==> src/sv/pffim_pkg.sv <==
// shared constants, types and arithmetic steps of the prime factor index map
`timescale 1ns / 1ps
package pffim_pkg;

  localparam int MAX_FACTORS = 4;
  localparam int INDEX_BITS  = 16;
  localparam int VAL_W       = 17;
  localparam int T_W         = VAL_W + 2;
  localparam int REG_IDX_W   = 3;
  localparam int CNT_W       = $clog2(VAL_W);
  // digit extraction: four quotient bits per stage
  localparam int DIV_STEPS   = 4;
  localparam int DIV_STAGES  = (INDEX_BITS / DIV_STEPS) * MAX_FACTORS;
  // modular multiply: three digit bits per stage
  localparam int MM_BITS     = 18;
  localparam int MM_STEPS    = 3;
  localparam int MM_STAGES   = MM_BITS / MM_STEPS;

  typedef enum logic [REG_IDX_W-1:0] {
    REG_SAMPLE_COUNT = 3'd0,
    REG_USED_FACTORS = 3'd1,
    REG_FACTOR_A     = 3'd2,
    REG_FACTOR_B     = 3'd3,
    REG_FACTOR_C     = 3'd4,
    REG_FACTOR_D     = 3'd5
  } cfg_reg_e;

  typedef enum logic [3:0] {
    ST_IDLE,
    ST_FACTOR,
    ST_DIV_S,
    ST_EUC_MOD,
    ST_EUC_LOOP,
    ST_EUC_DIV,
    ST_EUC_UPD,
    ST_MULMOD,
    ST_NEXT
  } seq_state_e;

  // per-factor constants handed from the setup unit to the datapath
  typedef struct packed {
    logic [VAL_W-1:0]                  n;
    logic [MAX_FACTORS-1:0]            use_f;
    logic [MAX_FACTORS-1:0][VAL_W-1:0] p;
    logic [MAX_FACTORS-1:0][VAL_W-1:0] m0;
    logic [MAX_FACTORS-1:0][VAL_W-1:0] m1;
  } pffim_consts_t;

  // item state through the digit stages
  typedef struct packed {
    logic                              mode;
    logic [INDEX_BITS-1:0]             num;
    logic [VAL_W-1:0]                  rem;
    logic [INDEX_BITS-1:0]             orig;
    logic [MAX_FACTORS-1:0][VAL_W-1:0] c;
  } pffim_dig_t;

  // item state through the modular multiply stages
  typedef struct packed {
    logic                                mode;
    logic [MAX_FACTORS-1:0][MM_BITS-1:0] c;
    logic [MAX_FACTORS-1:0][VAL_W-1:0]   r;
  } pffim_mm_t;

  // one restoring division step: {quotient bit, new remainder}
  function automatic logic [VAL_W:0] div_step(input logic [VAL_W-1:0] rem,
                                              input logic nb,
                                              input logic [VAL_W-1:0] den);
    logic [VAL_W:0] t;
    t = {rem, nb};
    if (t >= {1'b0, den}) begin
      div_step = {1'b1, VAL_W'(t - {1'b0, den})};
    end else begin
      div_step = {1'b0, t[VAL_W-1:0]};
    end
  endfunction

  // one msb-first double-and-add step of r * m mod n
  function automatic logic [VAL_W-1:0] mulmod_step(input logic [VAL_W-1:0] r,
                                                   input logic nb,
                                                   input logic [VAL_W-1:0] m,
                                                   input logic [VAL_W-1:0] n);
    logic [VAL_W+1:0] t;
    t = {1'b0, r, 1'b0} + (nb ? {2'b00, m} : '0);
    if (t >= {2'b00, n}) t = t - {2'b00, n};
    if (t >= {2'b00, n}) t = t - {2'b00, n};
    mulmod_step = t[VAL_W-1:0];
  endfunction

  // (a + b) mod n for a, b below n
  function automatic logic [VAL_W-1:0] addmod(input logic [VAL_W-1:0] a,
                                              input logic [VAL_W-1:0] b,
                                              input logic [VAL_W-1:0] n);
    logic [VAL_W:0] t;
    t = {1'b0, a} + {1'b0, b};
    if (t >= {1'b0, n}) t = t - {1'b0, n};
    addmod = t[VAL_W-1:0];
  endfunction

endpackage

==> src/sv/pffim_mulmod_stage.sv <==
// pipeline stage: three double-and-add steps of digit times multiplier mod n
`timescale 1ns / 1ps
module pffim_mulmod_stage import pffim_pkg::*; (
  input  logic          clk_i,
  input  logic          rst_ni,
  input  logic          en_i,
  input  pffim_consts_t consts_i,
  input  logic          valid_i,
  input  pffim_mm_t     d_i,
  output logic          valid_o,
  output pffim_mm_t     d_o
);

  pffim_mm_t        d_d, d_q;
  logic             valid_q;
  logic [VAL_W-1:0] m;

  // each lane works on its own factor
  always_comb begin
    d_d = d_i;
    m   = '0;
    for (int l = 0; l < MAX_FACTORS; l++) begin
      m = d_i.mode ? consts_i.m1[l] : consts_i.m0[l];
      for (int b = 0; b < MM_STEPS; b++) begin
        d_d.r[l] = mulmod_step(d_d.r[l], d_d.c[l][MM_BITS-1], m, consts_i.n);
        d_d.c[l] = {d_d.c[l][MM_BITS-2:0], 1'b0};
      end
    end
  end

  always_ff @(posedge clk_i or negedge rst_ni) begin
    if (!rst_ni) begin
      valid_q <= 1'b0;
    end else if (en_i) begin
      valid_q <= valid_i;
    end
  end

  always_ff @(posedge clk_i) begin
    if (en_i) d_q <= d_d;
  end

  assign valid_o = valid_q;
  assign d_o     = d_q;

endmodule

==> config.mk <==
export PLATFORM = sky130hd
export DESIGN_NAME = pffim_mulmod_stage
export DESIGN_NICKNAME = d
export VERILOG_FILES = /design/src/sv/pffim_pkg.sv /design/src/sv/pffim_mulmod_stage.sv
export SDC_FILE = /design/constraint.sdc
export NUM_CORES = 2
export LEC_CHECK = 0
export ABC_AREA = 0
export BUFFER_PORTS_ARGS = -buffer_cell sky130_fd_sc_hd__buf_2
export CAP_MARGIN = 20
export CORE_UTILIZATION = 55
export DETAILED_ROUTE_END_ITERATION = 8
export PLACE_DENSITY_LB_ADDON = 0.15
export SLEW_MARGIN = 10
export SYNTH_ARGS = -nofsm -noshare
export SYNTH_HDL_FRONTEND = slang
export SYNTH_SLANG_ARGS = --single-unit
==> constraint.sdc <==
create_clock -name clk_i -period 0.8 [get_ports clk_i]
set_input_delay 0.08 -clock clk_i [delete_from_list [all_inputs] [get_ports clk_i]]
set_output_delay 0.08 -clock clk_i [all_outputs]
set_load 0.05 [all_outputs]
==> results_dict.tcl, run 1 <==
set metrics [dict create \
    status "stopped before the end" \
    lastStage "5_1_grt" \
    first-error "[ERROR GRT-0232] Routing congestion too high. Check the congestion heatmap in the GUI." \
    yosysWarningCount 0 \
    ys_ff_latch 130 \
    dp_hpwl_um 125100 \
    grt_max_degree 36 \
    port_buffers 427 \
    num_io_pins 512 \
    grtUsageTotal_pct 98.79 \
    ys.flop_type "edfxtp_1" \
    chipHeight_um 263.0 \
    placedCellCount 7937 \
    synth-async-reset-ratio_pct 0.7692 \
    grt-ovfl-total 2790 \
    cts_buffer_depth 2 \
    avgSynthCellArea_um2 7.768 \
    rows 95 \
    crit_endpoint "d_o[35]$_DFFE_PP_/D" \
    synth-simple-area-share_pct 20.43 \
    netlist_area_um2 37480 \
    initial_core_util_pct 55.71 \
    cts_inserted_buffers 17 \
    synthMuxAreaShare_pct 9.207 \
    clock_sinks 130 \
    worstEpCategory "register input" \
    synth_edf_count 129 \
    htreeDepth 4 \
    synth_compound_area_share_pct 23.97 \
    cts-root-buf "clkbuf_16" \
    synth_cell_types 106 \
    synth_top_family_by_area "compound AO/OA/AOI/OAI gates" \
    synth_xor_area_share_pct 9.909 \
    gp_congestion 1.027 \
    syn_inst 4825 \
    chipWidth_um 263.0 \
    synth_adder_area_share_pct 22.09 \
    ys_seq_area_share_pct 10.40 \
    post_dp_cell_area_um2 55300 \
]
routing by layer:
metal	GRT overflow	GRT usage [%]
met1	172	93.21
met2	1686	111.0
met3	155	89.40
met4	761	106.6
met5	16	82.33
per-stage QoR:
step	setup slack, ns	util [%]
2_1_floorplan	-18.57	-
3_3_place_gp	-19.91	82.19
3_5_place_dp	-20.25	82.19
4_1_cts	-18.52	88.71
synth_stat cells (all sizes together) (12+ instances only):
library cell	n	area (um2)
a211oi	31	255.2
a21boi	65	488.0
a21o	151	1134
a21oi	383	1924
a31oi	38	297.8
and2	20	126.4
and3	41	256.5
and4	12	105.1
buf	31	218.9
clkbuf	56	210.2
edfxtp	129	3874
fa	36	720.7
ha	604	7557
inv	283	1062
mux2	201	2346
mux2i	106	1105
nand2	381	1430
nand2b	65	406.6
nand3	82	410.4
nand4	77	481.7
nor2	389	1463
nor2b	267	1670
nor3	103	515.5
nor4	24	156.4
o2111ai	14	128.9
o211ai	22	170.2
o21a	97	728.2
o21ai	372	1862
o21bai	59	446.7
o31a	13	113.9
o31ai	42	347.8
o41ai	19	166.4
or2	25	156.4
or3	28	180.2
xnor2	304	2663
xor2	120	1051
what timing repair did:
item	CTS
hold buffers	64
setup buffers	206
setup endpoints to repair	198
hold endpoints to repair	65
resized for setup	337
pin swaps	183
cloned	8
cells by family after synthesis:
logic type      after synthesis
simple gates               1550
other cells                   1
buf+inv                     370
xor+xnor                    424
compound gates             1403
mux                         307
fa+ha+maj                   640
flops                       130
==> inputs of run 2 (changes only) <==
--- a/config.mk
+++ b/config.mk
@@ -8,7 +8,7 @@
 export ABC_AREA = 0
 export BUFFER_PORTS_ARGS = -buffer_cell sky130_fd_sc_hd__buf_2
 export CAP_MARGIN = 20
-export CORE_UTILIZATION = 55
+export CORE_UTILIZATION = 40
 export DETAILED_ROUTE_END_ITERATION = 8
 export PLACE_DENSITY_LB_ADDON = 0.15
 export SLEW_MARGIN = 10
==> constraint.sdc (replaced) <==
create_clock -name clk_i -period 1.04 [get_ports clk_i]
set_input_delay 0.104 -clock clk_i [delete_from_list [all_inputs] [get_ports clk_i]]
set_output_delay 0.104 -clock clk_i [all_outputs]
set_load 0.05 [all_outputs]
==> results_dict.tcl, run 2 <==
set metrics [dict create \
    critPathLaunchType "input port" \
    path_class "in -> reg" \
    r2r-start "valid_o" \
    status "complete, but fails checks" \
    grt_antenna_before_repair 6 \
    drv_cap 0 \
    grt_pass1_wl_um 244700 \
    gp_congestion 0.9867 \
    worstPathArrival_ns 20.20 \
    fillers 7389 \
    syn_inst 4825 \
    min_path_cells 2 \
    synth_edf_count 129 \
    rows 111 \
    final_cells 8972 \
    drv_slew 0 \
    num_io_pins 512 \
    grtUsageTotal_pct 32.55 \
    wirelength_um 162000 \
    fin_setup_tns_ns -1280.33 \
    initial_core_util_pct 40.64 \
    cp_slowest_cell "fa_2" \
    ys_ff_latch 130 \
    drc_errors 0 \
    ys.flop_type "edfxtp_1" \
    critPathLaunch "d_i[140]" \
    cts-root-buf "clkbuf_16" \
    htreeDepth 4 \
    final_common_cell "buf_4" \
    largest_register_ffs 129 \
    fin_skew_ns 0 \
    clk_pin_slew_worst_paths_ns 0.07 \
    slew_headroom_pct 51.10 \
    routedWlPerCell_um 18.05 \
    clock_latency_ns 0.46 \
    dr.pass1.iters 5 \
    yosysMostFrequentCell "ha_1" \
    crit_path_frequent_cell "buf_4" \
    drive_gt1_share_pct 47.47 \
    grt_max_degree 26 \
    violations "negative setup slack" \
    fmax_mhz 50.03 \
    slowest_delay_ns 0.39 \
    synth_cell_types 106 \
    port_buffers 427 \
    routed-via-count 47456 \
    netlist_area_um2 37480 \
    core-area_um2 92220 \
    cts_buffer_depth 2 \
    chipHeight_um 308.1 \
    hold_viol 0 \
    fin_crit_sh_pct 1922 \
    ant_nets 0 \
    worst_slew_pin_slew_ns 0.7283 \
    dieArea_um2 94930 \
    avgSynthCellArea_um2 7.768 \
    clock_sinks 130 \
    crit_fanout 7 \
    setup.worst_path.end_class "flip-flop" \
    grt_pass1_vias 46897 \
    cts_tree "done" \
    synth.area.top_cells "ha_1 20%, edfxtp_1 10%, xnor2_1 7.1%" \
    synth_area_leader_cell "ha_1" \
    placedCellCount 8419 \
    dp_hpwl_um 126400 \
    synth_top_area_share_pct 20.16 \
    synthTopCellsByCount "604 x ha_1, 388 x nor2_1, 381 x a21oi_1, 381 x nand2_1, 370 x o21ai_0" \
    fin_nets 8720 \
    finalSetupViolCount 198 \
    ys_seq_area_share_pct 10.40 \
    grt-ovfl-total 0 \
    yosysWarningCount 0 \
    utilization_pct 69.88 \
    crit_required_ns 1.25 \
    hp-class "in -> reg" \
    rsz0062_at_grt "true" \
    synth-async-reset-ratio_pct 0.7692 \
    fin_ws_ns -18.95 \
    period_needed_ns 19.99 \
    chipWidth_um 308.1 \
    area_growth_pct 71.94 \
    avgViaCountPerCell 5.289 \
    drtIter0Drc 2575 \
    layout_common_cells "2376 x buf_4, 547 x ha_1, 369 x nand2_1" \
    holdCritStartpoint "d_i[122]" \
    reg2reg_depth 1 \
    cts_inserted_buffers 17 \
]
[run 2: cell counts after synthesis]
No cell type changed its count.
[run 2: path summary, 6_finish.rpt]
kind | end | slack [ns]
max | d_o[58] | -18.95
min in group asynchronous | valid_o | 0.47
min | d_o[125] | 0.35
min reg2reg | valid_o | 0.55
max reg2reg | valid_o | 0.27
max in group asynchronous | valid_o | 0.46
[run 2: through the flow]
step,cell area (um2),setup slack [ns],hold WS [ns]
6_report,64440,-18.95,0.3498
5_1_grt,64430,-19.73,0.3343
4_1_cts,62260,-18.33,0.3208
3_5_place_dp,56550,-20.53,-0.1206
3_3_place_gp,56550,-20.30,-0.1217
2_1_floorplan,38420,-18.36,-0.1916
[run 2: area by class of cell]
cell class / count / area (um2) / share of cell area [%]
Clock inverter: 15 / 147.6 / 0.2291
Tap cell: 1243 / 1555 / 2.413
Sequential cell: 130 / 3899 / 6.050
Timing Repair Buffer: 2942 / 22210 / 34.46
Inverter: 283 / 1062 / 1.648
Antenna cell: 6 / 15.01 / 0.02330
Multi-Input combinational cell: 4336 / 35130 / 54.51
Clock buffer: 17 / 425.4 / 0.6602
[run 2: logic make-up after synthesis]
kind of cell / count (synthesis) / synth area share (%)
AOI/OAI and AO/OA: 1403 / 23.97
xor gates and xnor gates: 424 / 9.909
adders and majority gates: 640 / 22.09
buffers and inverters: 370 / 3.979
DFF: 130 / 10.40
muxes: 307 / 9.207
other: 1 / 0.01001
and+or+nand+nor: 1550 / 20.43
[run 2: worst max-delay path: cells and delay by family]
kind | cells | cell delay (ns)
buffers and inverters | 44 | 5.05
adder cells (fa/ha/maj) | 12 | 3.08
multiplexers | 6 | 1.66
XOR/XNOR | 3 | 0.56
AND/OR/NAND/NOR | 17 | 1.94
AO/OA/AOI/OAI | 44 | 7.77
[run 2: timing repair]
action                                  in CTS  in global routing
endpoints found under the hold margin       66                  0
endpoints found under the setup margin     198                198
setup buffers                              347                109
gates resized for setup                    451                337
hold buffers                                64                  0
gates cloned                                 5                  3
pin swaps                                  268                216
[run 2: metal layers]
metal	vias up	global-route usage, %	part of all wire, %
li1	23443	-	-
met1	22339	39.19	42
met2	1315	57.37	48
met3	357	4.102	5.0
met4	2	14.67	4.8
met5	-	0	0.0080
Power of run 2 is left out: the tool's default activity adds up to more than one toggle a clock period on the data nets, which glitch-free logic cannot reach.
