===== src/sv/pffim_pkg.sv =====
// shared constants, types and arithmetic steps of the prime factor index map
`timescale 1ns / 1ps
package pffim_pkg;

  localparam int MAX_FACTORS = 4;
  localparam int INDEX_BITS  = 16;
  localparam int VAL_W       = 17;
  localparam int T_W         = VAL_W + 2;
  localparam int REG_IDX_W   = 3;
  localparam int CNT_W       = $clog2(VAL_W);
  // digit extraction: four quotient bits per stage
  localparam int DIV_STEPS   = 4;
  localparam int DIV_STAGES  = (INDEX_BITS / DIV_STEPS) * MAX_FACTORS;
  // modular multiply: three digit bits per stage
  localparam int MM_BITS     = 18;
  localparam int MM_STEPS    = 3;
  localparam int MM_STAGES   = MM_BITS / MM_STEPS;

  typedef enum logic [REG_IDX_W-1:0] {
    REG_SAMPLE_COUNT = 3'd0,
    REG_USED_FACTORS = 3'd1,
    REG_FACTOR_A     = 3'd2,
    REG_FACTOR_B     = 3'd3,
    REG_FACTOR_C     = 3'd4,
    REG_FACTOR_D     = 3'd5
  } cfg_reg_e;

  typedef enum logic [3:0] {
    ST_IDLE,
    ST_FACTOR,
    ST_DIV_S,
    ST_EUC_MOD,
    ST_EUC_LOOP,
    ST_EUC_DIV,
    ST_EUC_UPD,
    ST_MULMOD,
    ST_NEXT
  } seq_state_e;

  // per-factor constants handed from the setup unit to the datapath
  typedef struct packed {
    logic [VAL_W-1:0]                  n;
    logic [MAX_FACTORS-1:0]            use_f;
    logic [MAX_FACTORS-1:0][VAL_W-1:0] p;
    logic [MAX_FACTORS-1:0][VAL_W-1:0] m0;
    logic [MAX_FACTORS-1:0][VAL_W-1:0] m1;
  } pffim_consts_t;

  // item state through the digit stages
  typedef struct packed {
    logic                              mode;
    logic [INDEX_BITS-1:0]             num;
    logic [VAL_W-1:0]                  rem;
    logic [INDEX_BITS-1:0]             orig;
    logic [MAX_FACTORS-1:0][VAL_W-1:0] c;
  } pffim_dig_t;

  // item state through the modular multiply stages
  typedef struct packed {
    logic                                mode;
    logic [MAX_FACTORS-1:0][MM_BITS-1:0] c;
    logic [MAX_FACTORS-1:0][VAL_W-1:0]   r;
  } pffim_mm_t;

  // one restoring division step: {quotient bit, new remainder}
  function automatic logic [VAL_W:0] div_step(input logic [VAL_W-1:0] rem,
                                              input logic nb,
                                              input logic [VAL_W-1:0] den);
    logic [VAL_W:0] t;
    t = {rem, nb};
    if (t >= {1'b0, den}) begin
      div_step = {1'b1, VAL_W'(t - {1'b0, den})};
    end else begin
      div_step = {1'b0, t[VAL_W-1:0]};
    end
  endfunction

  // one msb-first double-and-add step of r * m mod n
  function automatic logic [VAL_W-1:0] mulmod_step(input logic [VAL_W-1:0] r,
                                                   input logic nb,
                                                   input logic [VAL_W-1:0] m,
                                                   input logic [VAL_W-1:0] n);
    logic [VAL_W+1:0] t;
    t = {1'b0, r, 1'b0} + (nb ? {2'b00, m} : '0);
    if (t >= {2'b00, n}) t = t - {2'b00, n};
    if (t >= {2'b00, n}) t = t - {2'b00, n};
    mulmod_step = t[VAL_W-1:0];
  endfunction

  // (a + b) mod n for a, b below n
  function automatic logic [VAL_W-1:0] addmod(input logic [VAL_W-1:0] a,
                                              input logic [VAL_W-1:0] b,
                                              input logic [VAL_W-1:0] n);
    logic [VAL_W:0] t;
    t = {1'b0, a} + {1'b0, b};
    if (t >= {1'b0, n}) t = t - {1'b0, n};
    addmod = t[VAL_W-1:0];
  endfunction

endpackage


===== src/sv/pffim_setup.sv =====
// configuration registers and sequencer deriving the per-factor multipliers
`timescale 1ns / 1ps
module pffim_setup import pffim_pkg::*; (
  input  logic                 clk_i,
  input  logic                 rst_ni,
  input  logic                 cfg_we_i,
  input  logic [REG_IDX_W-1:0] cfg_idx_i,
  input  logic [VAL_W-1:0]     cfg_data_i,
  output pffim_consts_t        consts_o,
  output logic                 busy_o
);

  logic [VAL_W-1:0]                  n_q;
  logic [REG_IDX_W-1:0]              count_q;
  logic [MAX_FACTORS-1:0][VAL_W-1:0] p_q;
  logic [MAX_FACTORS-1:0][VAL_W-1:0] m0_q, m0_d, m1_q, m1_d;
  logic [REG_IDX_W-1:0]              eff_count;
  logic [MAX_FACTORS-1:0]            use_f;

  seq_state_e                        state_q, state_d;
  logic [1:0]                        k_q, k_d;
  logic [VAL_W-1:0]                  dnum_q, dnum_d, drem_q, drem_d, dden_q, dden_d;
  logic [CNT_W-1:0]                  dcnt_q, dcnt_d;
  logic [VAL_W-1:0]                  r0_q, r0_d, r1_q, r1_d, eq_q, eq_d;
  logic signed [T_W-1:0]             t0_q, t0_d, t1_q, t1_d;
  logic [VAL_W-1:0]                  mm_r_q, mm_r_d, mm_b_q, mm_b_d;

  logic [VAL_W:0]                    dstep;
  logic [VAL_W-1:0]                  dnum_nxt, drem_nxt;
  logic                              div_last;
  logic [VAL_W-1:0]                  p_cur, s_red, inv, mm_nxt;
  logic signed [T_W-1:0]             inv_full;
  logic signed [2*T_W-1:0]           prod;

  // register writes
  always_ff @(posedge clk_i or negedge rst_ni) begin
    if (!rst_ni) begin
      n_q     <= VAL_W'(1);
      count_q <= '0;
      for (int l = 0; l < MAX_FACTORS; l++) p_q[l] <= VAL_W'(1);
    end else if (cfg_we_i) begin
      unique case (cfg_reg_e'(cfg_idx_i))
        REG_SAMPLE_COUNT: n_q     <= cfg_data_i;
        REG_USED_FACTORS: count_q <= cfg_data_i[REG_IDX_W-1:0];
        REG_FACTOR_A:     p_q[0]  <= cfg_data_i;
        REG_FACTOR_B:     p_q[1]  <= cfg_data_i;
        REG_FACTOR_C:     p_q[2]  <= cfg_data_i;
        REG_FACTOR_D:     p_q[3]  <= cfg_data_i;
        default: ;
      endcase
    end
  end

  // factors taking part: within the count and non-zero
  always_comb begin
    eff_count = (count_q > REG_IDX_W'(MAX_FACTORS)) ? REG_IDX_W'(MAX_FACTORS) : count_q;
    for (int l = 0; l < MAX_FACTORS; l++) begin
      use_f[l] = (REG_IDX_W'(l) < eff_count) && (p_q[l] != '0);
    end
  end

  // shared bit-serial divider and helper arithmetic
  always_comb begin
    dstep    = div_step(drem_q, dnum_q[VAL_W-1], dden_q);
    drem_nxt = dstep[VAL_W-1:0];
    dnum_nxt = {dnum_q[VAL_W-2:0], dstep[VAL_W]};
    div_last = (dcnt_q == CNT_W'(VAL_W - 1));
    p_cur    = p_q[k_q];
    s_red    = (dnum_nxt >= n_q) ? dnum_nxt - n_q : dnum_nxt;
    inv_full = t0_q[T_W-1] ? t0_q + $signed({2'b00, p_cur}) : t0_q;
    inv      = (r0_q == VAL_W'(1)) ? inv_full[VAL_W-1:0] : '0;
    prod     = $signed({2'b00, eq_q}) * t1_q;
    mm_nxt   = mulmod_step(mm_r_q, mm_b_q[VAL_W-1], m0_q[k_q], n_q);
  end

  // sequencer next state
  always_comb begin
    state_d = state_q;
    unique case (state_q)
      ST_IDLE:     state_d = ST_IDLE;
      ST_FACTOR:   state_d = use_f[k_q] ? ST_DIV_S : ST_NEXT;
      ST_DIV_S:    if (div_last) state_d = (p_cur < VAL_W'(2)) ? ST_NEXT : ST_EUC_MOD;
      ST_EUC_MOD:  if (div_last) state_d = ST_EUC_LOOP;
      ST_EUC_LOOP: state_d = (r1_q == '0) ? ST_MULMOD : ST_EUC_DIV;
      ST_EUC_DIV:  if (div_last) state_d = ST_EUC_UPD;
      ST_EUC_UPD:  state_d = ST_EUC_LOOP;
      ST_MULMOD:   if (div_last) state_d = ST_NEXT;
      ST_NEXT:     state_d = (k_q == 2'(MAX_FACTORS - 1)) ? ST_IDLE : ST_FACTOR;
      default:     state_d = ST_IDLE;
    endcase
    if (cfg_we_i) state_d = ST_FACTOR;
  end

  // sequencer datapath
  always_comb begin
    k_d    = k_q;
    dnum_d = dnum_q;
    drem_d = drem_q;
    dden_d = dden_q;
    dcnt_d = dcnt_q;
    r0_d   = r0_q;
    r1_d   = r1_q;
    eq_d   = eq_q;
    t0_d   = t0_q;
    t1_d   = t1_q;
    mm_r_d = mm_r_q;
    mm_b_d = mm_b_q;
    m0_d   = m0_q;
    m1_d   = m1_q;
    unique case (state_q)
      ST_FACTOR: begin
        if (use_f[k_q]) begin
          dnum_d = n_q;
          dden_d = p_cur;
          drem_d = '0;
          dcnt_d = '0;
        end else begin
          m0_d[k_q] = '0;
          m1_d[k_q] = '0;
        end
      end
      ST_DIV_S, ST_EUC_MOD, ST_EUC_DIV: begin
        dnum_d = dnum_nxt;
        drem_d = drem_nxt;
        dcnt_d = dcnt_q + CNT_W'(1);
        if (div_last) begin
          if (state_q == ST_DIV_S) begin
            // s = n / p, then start s mod p for the inverse
            m0_d[k_q] = s_red;
            m1_d[k_q] = '0;
            dden_d    = p_cur;
            drem_d    = '0;
            dcnt_d    = '0;
            r0_d      = p_cur;
            t0_d      = '0;
            t1_d      = T_W'(1);
          end else if (state_q == ST_EUC_MOD) begin
            r1_d = drem_nxt;
          end else begin
            eq_d = dnum_nxt;
            r0_d = r1_q;
            r1_d = drem_nxt;
          end
        end
      end
      ST_EUC_LOOP: begin
        if (r1_q == '0) begin
          mm_r_d = '0;
          mm_b_d = inv;
          dcnt_d = '0;
        end else begin
          dnum_d = r0_q;
          dden_d = r1_q;
          drem_d = '0;
          dcnt_d = '0;
        end
      end
      ST_EUC_UPD: begin
        t0_d = t1_q;
        t1_d = t0_q - prod[T_W-1:0];
      end
      ST_MULMOD: begin
        mm_r_d = mm_nxt;
        mm_b_d = {mm_b_q[VAL_W-2:0], 1'b0};
        dcnt_d = dcnt_q + CNT_W'(1);
        if (div_last) m1_d[k_q] = mm_nxt;
      end
      ST_NEXT: k_d = k_q + 2'(1);
      default: ;
    endcase
    if (cfg_we_i) k_d = '0;
  end

  always_ff @(posedge clk_i or negedge rst_ni) begin
    if (!rst_ni) begin
      state_q <= ST_FACTOR;
      k_q     <= '0;
    end else begin
      state_q <= state_d;
      k_q     <= k_d;
    end
  end

  always_ff @(posedge clk_i) begin
    dnum_q <= dnum_d;
    drem_q <= drem_d;
    dden_q <= dden_d;
    dcnt_q <= dcnt_d;
    r0_q   <= r0_d;
    r1_q   <= r1_d;
    eq_q   <= eq_d;
    t0_q   <= t0_d;
    t1_q   <= t1_d;
    mm_r_q <= mm_r_d;
    mm_b_q <= mm_b_d;
    m0_q   <= m0_d;
    m1_q   <= m1_d;
  end

  assign consts_o = '{n: n_q, use_f: use_f, p: p_q, m0: m0_q, m1: m1_q};
  assign busy_o   = (state_q != ST_IDLE);

endmodule


===== config.mk =====
export PLATFORM = sky130hd
export DESIGN_NAME = pffim_setup
export DESIGN_NICKNAME = d
export VERILOG_FILES = /design/src/sv/pffim_pkg.sv /design/src/sv/pffim_setup.sv
export SDC_FILE = /design/constraint.sdc
export NUM_CORES = 1
export LEC_CHECK = 0
export BUFFER_PORTS_ARGS = -buffer_cell sky130_fd_sc_hd__buf_2
export CORE_MARGIN = 2
export CORE_UTILIZATION = 55
export DETAILED_ROUTE_END_ITERATION = 12
export GPL_ROUTABILITY_DRIVEN = 0
export HOLD_SLACK_MARGIN = 0.08
export PLACE_DENSITY_LB_ADDON = 0.05
export SYNTH_ARGS = -nofsm -noshare
export SYNTH_HDL_FRONTEND = slang
export SYNTH_SLANG_ARGS = --single-unit

===== constraint.sdc =====
create_clock -name clk_i -period 11.4 [get_ports clk_i]
set_clock_uncertainty 0.05 [all_clocks]
set_input_delay 0.57 -clock clk_i [delete_from_list [all_inputs] [get_ports clk_i]]
set_output_delay 0.57 -clock clk_i [all_outputs]
set_load 0.05 [all_outputs]

==> results_dict.tcl <==
set metrics [dict create \
    p_seq_frac 0.242 \
    diodes 0 \
    cts.path.max_buffers 3 \
    drc 0 \
    tns_ns 0 \
    period_needed_ns 9.84 \
    die_y_um 238 \
    die_x_um 238 \
    cp.required_ns 11.74 \
    ff2ff_path_depth 29 \
    p_sw_mw 4.44 \
    internal-power_mw 4.64 \
    switching_share 0.489 \
    worst_skew_pair.late_latency_ns 0.61 \
    cts-buffers-inserted 47 \
    drtIter0Drc 2803 \
    status "finished, final reports clean" \
    layout_common_cells "edfxtp_1 (315), nand2_1 (288), buf_2 (247), inv_1 (177), ha_1 (172)" \
    cts_tree "built" \
    ys_async_sr_fraction 0.230 \
    overflow 0 \
    dpl.hpwl_mm 68.4 \
    grt_pass1_vias 24096 \
    clock.fmax_mhz 102 \
    worstPathMaxFanout 23 \
    hold_end "n_q[15]" \
    cp-start-kind "flop" \
    slew_headroom 0.207 \
    crit_type "reg2reg" \
    synth_seq_cells 409 \
    groute.usage.overall 0.333 \
    min_from "cfg_data_i[15]" \
    syn-cell-area_sq_um 30200 \
    core_area_sq_um 54000 \
    postRouteAntennaNets 0 \
    synth_top_area_frac 0.314 \
    clock-sinks 409 \
    synth_nets 3145 \
    ff2ff_setup_slack_ns 1.56 \
    arrival_ns 10.18 \
    worst_slew_pin_slew_ns 1.18 \
    placed_cell_area_sq_um 32100 \
    finalHoldViolCount 0 \
    timing.rr.start "k_q[0]" \
    comb_power_share 0.582 \
    synth_cell_types 84 \
    maxCapViolCount 0 \
    ir_drop_uv 228 \
    ios 249 \
    finalNetCount 3340 \
    cts_setup_buffers 0 \
    syn-mean-instance-area_sq_um 10.8 \
    slew_violations 0 \
    finalWirelength_mm 94.1 \
    die_area_sq_um 56700 \
    start_util 0.558 \
    dr.pass1.iters 8 \
    cts-resized-gates 0 \
    worstSetupEndpointType "flop" \
    finalSetupViolations 0 \
    fin_hold_ws_ns 0.193 \
    cts_root_buffer "clkbuf_16" \
    layout_commonest_cell "edfxtp_1" \
    worstHoldPathType "in2reg" \
    p_clk_frac 0.176 \
    synthTopCellsByArea "edfxtp_1 (31%), fa_1 (9.6%), dfrtp_1 (7.3%)" \
    routed_via_density 6.49 \
    dp_slack_ns 1.70 \
    fillCellCount 4378 \
    synth_cells 2806 \
    routedWlPerCell_um 25.2 \
    hold_depth 3 \
    r2r-end "consts_o[49]" \
    cts.clk_slew.worst_paths_ns 0.06 \
    ys.flop_type "edfxtp_1" \
    rows 85 \
    fin_crit_sh 0.863 \
    yosys_warnings 0 \
    critPathSlowestCell "a2111oi_0" \
    finalPower_mw 9.08 \
    synth_edf_count 315 \
    htreeDepth 2 \
    portBuffers 248 \
    drive_gt1_frac 0.190 \
    via_count 24258 \
    yosysSeqAreaShare 0.392 \
    slowest_delay_ns 0.92 \
    grt_pass1_wl_mm 145 \
    grt_antenna_before_repair 1 \
    grt_max_degree 90 \
    rsz0062_at_grt "false" \
    setup_slack_ns 1.56 \
    areaGrowthSynthToFinish_pct 11.9 \
    synth_area_leader_cell "edfxtp_1" \
    leakage_nw 13.5 \
    design_area_sq_um 33800 \
    power_density_nw_per_um2 269 \
]
how the worst max path moves through the flow:
stage	startpoint	to	slack (ns)	depth (start not counted)
6_report	k_q[0]	consts_o[49]	1.56	29
2_1_floorplan	k_q[0]	consts_o[19]	2.03	35
5_1_grt	k_q[0]	consts_o[49]	0.96	29
4_1_cts	k_q[0]	consts_o[49]	1.64	29
3_3_place_gp	k_q[0]	consts_o[3]	1.93	29
3_5_place_dp	k_q[0]	consts_o[49]	1.70	29
worst max-delay path, delay by kind of cell, from the launching register on:
family / cells / cell delay, ns
AO/OA/AOI/OAI: 18 / 5.03
XOR/XNOR: 1 / 0.22
adder cells (fa/ha/maj): 4 / 1.39
buffers and inverters: 1 / 0.07
flip-flops: 1 / 0.89
multiplexers: 2 / 1.04
AND/OR/NAND/NOR: 3 / 0.90
power by group through the flow:
| stage | registers, mW | clock network (mW) | logic, mW |
|---|---|---|---|
| after detailed placement | 2.21 | 0 | 5.14 |
| after floorplan | 2.60 | 0 | 3.45 |
| after global routing | 2.22 | 1.67 | 5.69 |
| after global placement | 2.21 | 0 | 5.04 |
| after CTS | 2.19 | 1.62 | 5.18 |
| final | 2.20 | 1.60 | 5.28 |
layout make-up:
type	instances	area (sq um)	share of cell area
clock buffer	64	1380	0.0410
clock inverter	24	253	0.00749
inverter	178	668	0.0198
multi-input combinational	2075	17200	0.510
sequential	409	11800	0.350
tap	696	871	0.0258
timing repair buffer	290	1560	0.0462
repair_timing:
item | 4_1_cts | 5_1_grt
hold buffers | 1 | 0
endpoints found under the hold margin | 38 | 0
endpoints found under the setup margin | 0 | 0
through the flow:
stage	std cells	utilization
floorplan	2806	-
global placement	3647	0.594
detailed placement	3647	0.594
CTS	3736	0.625
global route	3736	0.625
finish	3736	0.625
per-layer routing:
| layer | share of wire | track usage |
|---|---|---|
| met1 | 0.41 | 0.458 |
| met2 | 0.46 | 0.525 |
| met3 | 0.095 | 0.0684 |
| met4 | 0.041 | 0.125 |
| met5 | 0.00014 | 0 |
cell usage after synthesis, types with 13 or more instances:
library cell    n
dfrtp_1        88
fa_1          144
inv_1         177
o22ai_1        62
and3_1         13
nor2_1        108
mux4_2         35
a31oi_1        19
nor2b_1        19
a21oi_1       101
nor3_1         69
o31ai_1        73
xor2_1         35
and2_1        156
mux2_2        120
a211oi_1       19
nand4_1        31
ha_1          172
xnor2_1        88
o211ai_1       25
o21a_1         32
nand2b_1       19
o21ai_0        91
nor4_1         29
nand3b_1       52
edfxtp_1      315
clkbuf_1      124
a21o_1         33
nand2_1       288
or3_1          16
a221o_1        17
mux2i_1        31
nand3_1        32
registers in the layout, indices dropped and copies added, names as in the netlist, 3 cells and up:
| register | flops |
|---|---|
| t0_q | 19 |
| eq_q | 17 |
| t1_q | 19 |
| drem_q | 17 |
| dden_q | 17 |
| consts_o | 204 |
| r1_q | 17 |
| n_q | 17 |
| mm_r_q | 17 |
| dnum_q | 17 |
| r0_q | 17 |
| state_q | 4 |
| dcnt_q | 5 |
| count_q | 3 |
| mm_b_q | 17 |
cells by family (layout without fill, tap and decap cells):
logic type,after synthesis,in the layout,synth area share
multiplexers,186,186,0.0812
XOR/XNOR,123,123,0.0357
AO/OA/AOI/OAI,568,568,0.128
flip-flops,409,409,0.392
AND/OR/NAND/NOR,882,882,0.155
buffers and inverters,322,556,0.0412
adder cells (fa/ha/maj),316,316,0.167
(Power assumes the default switching activity.)
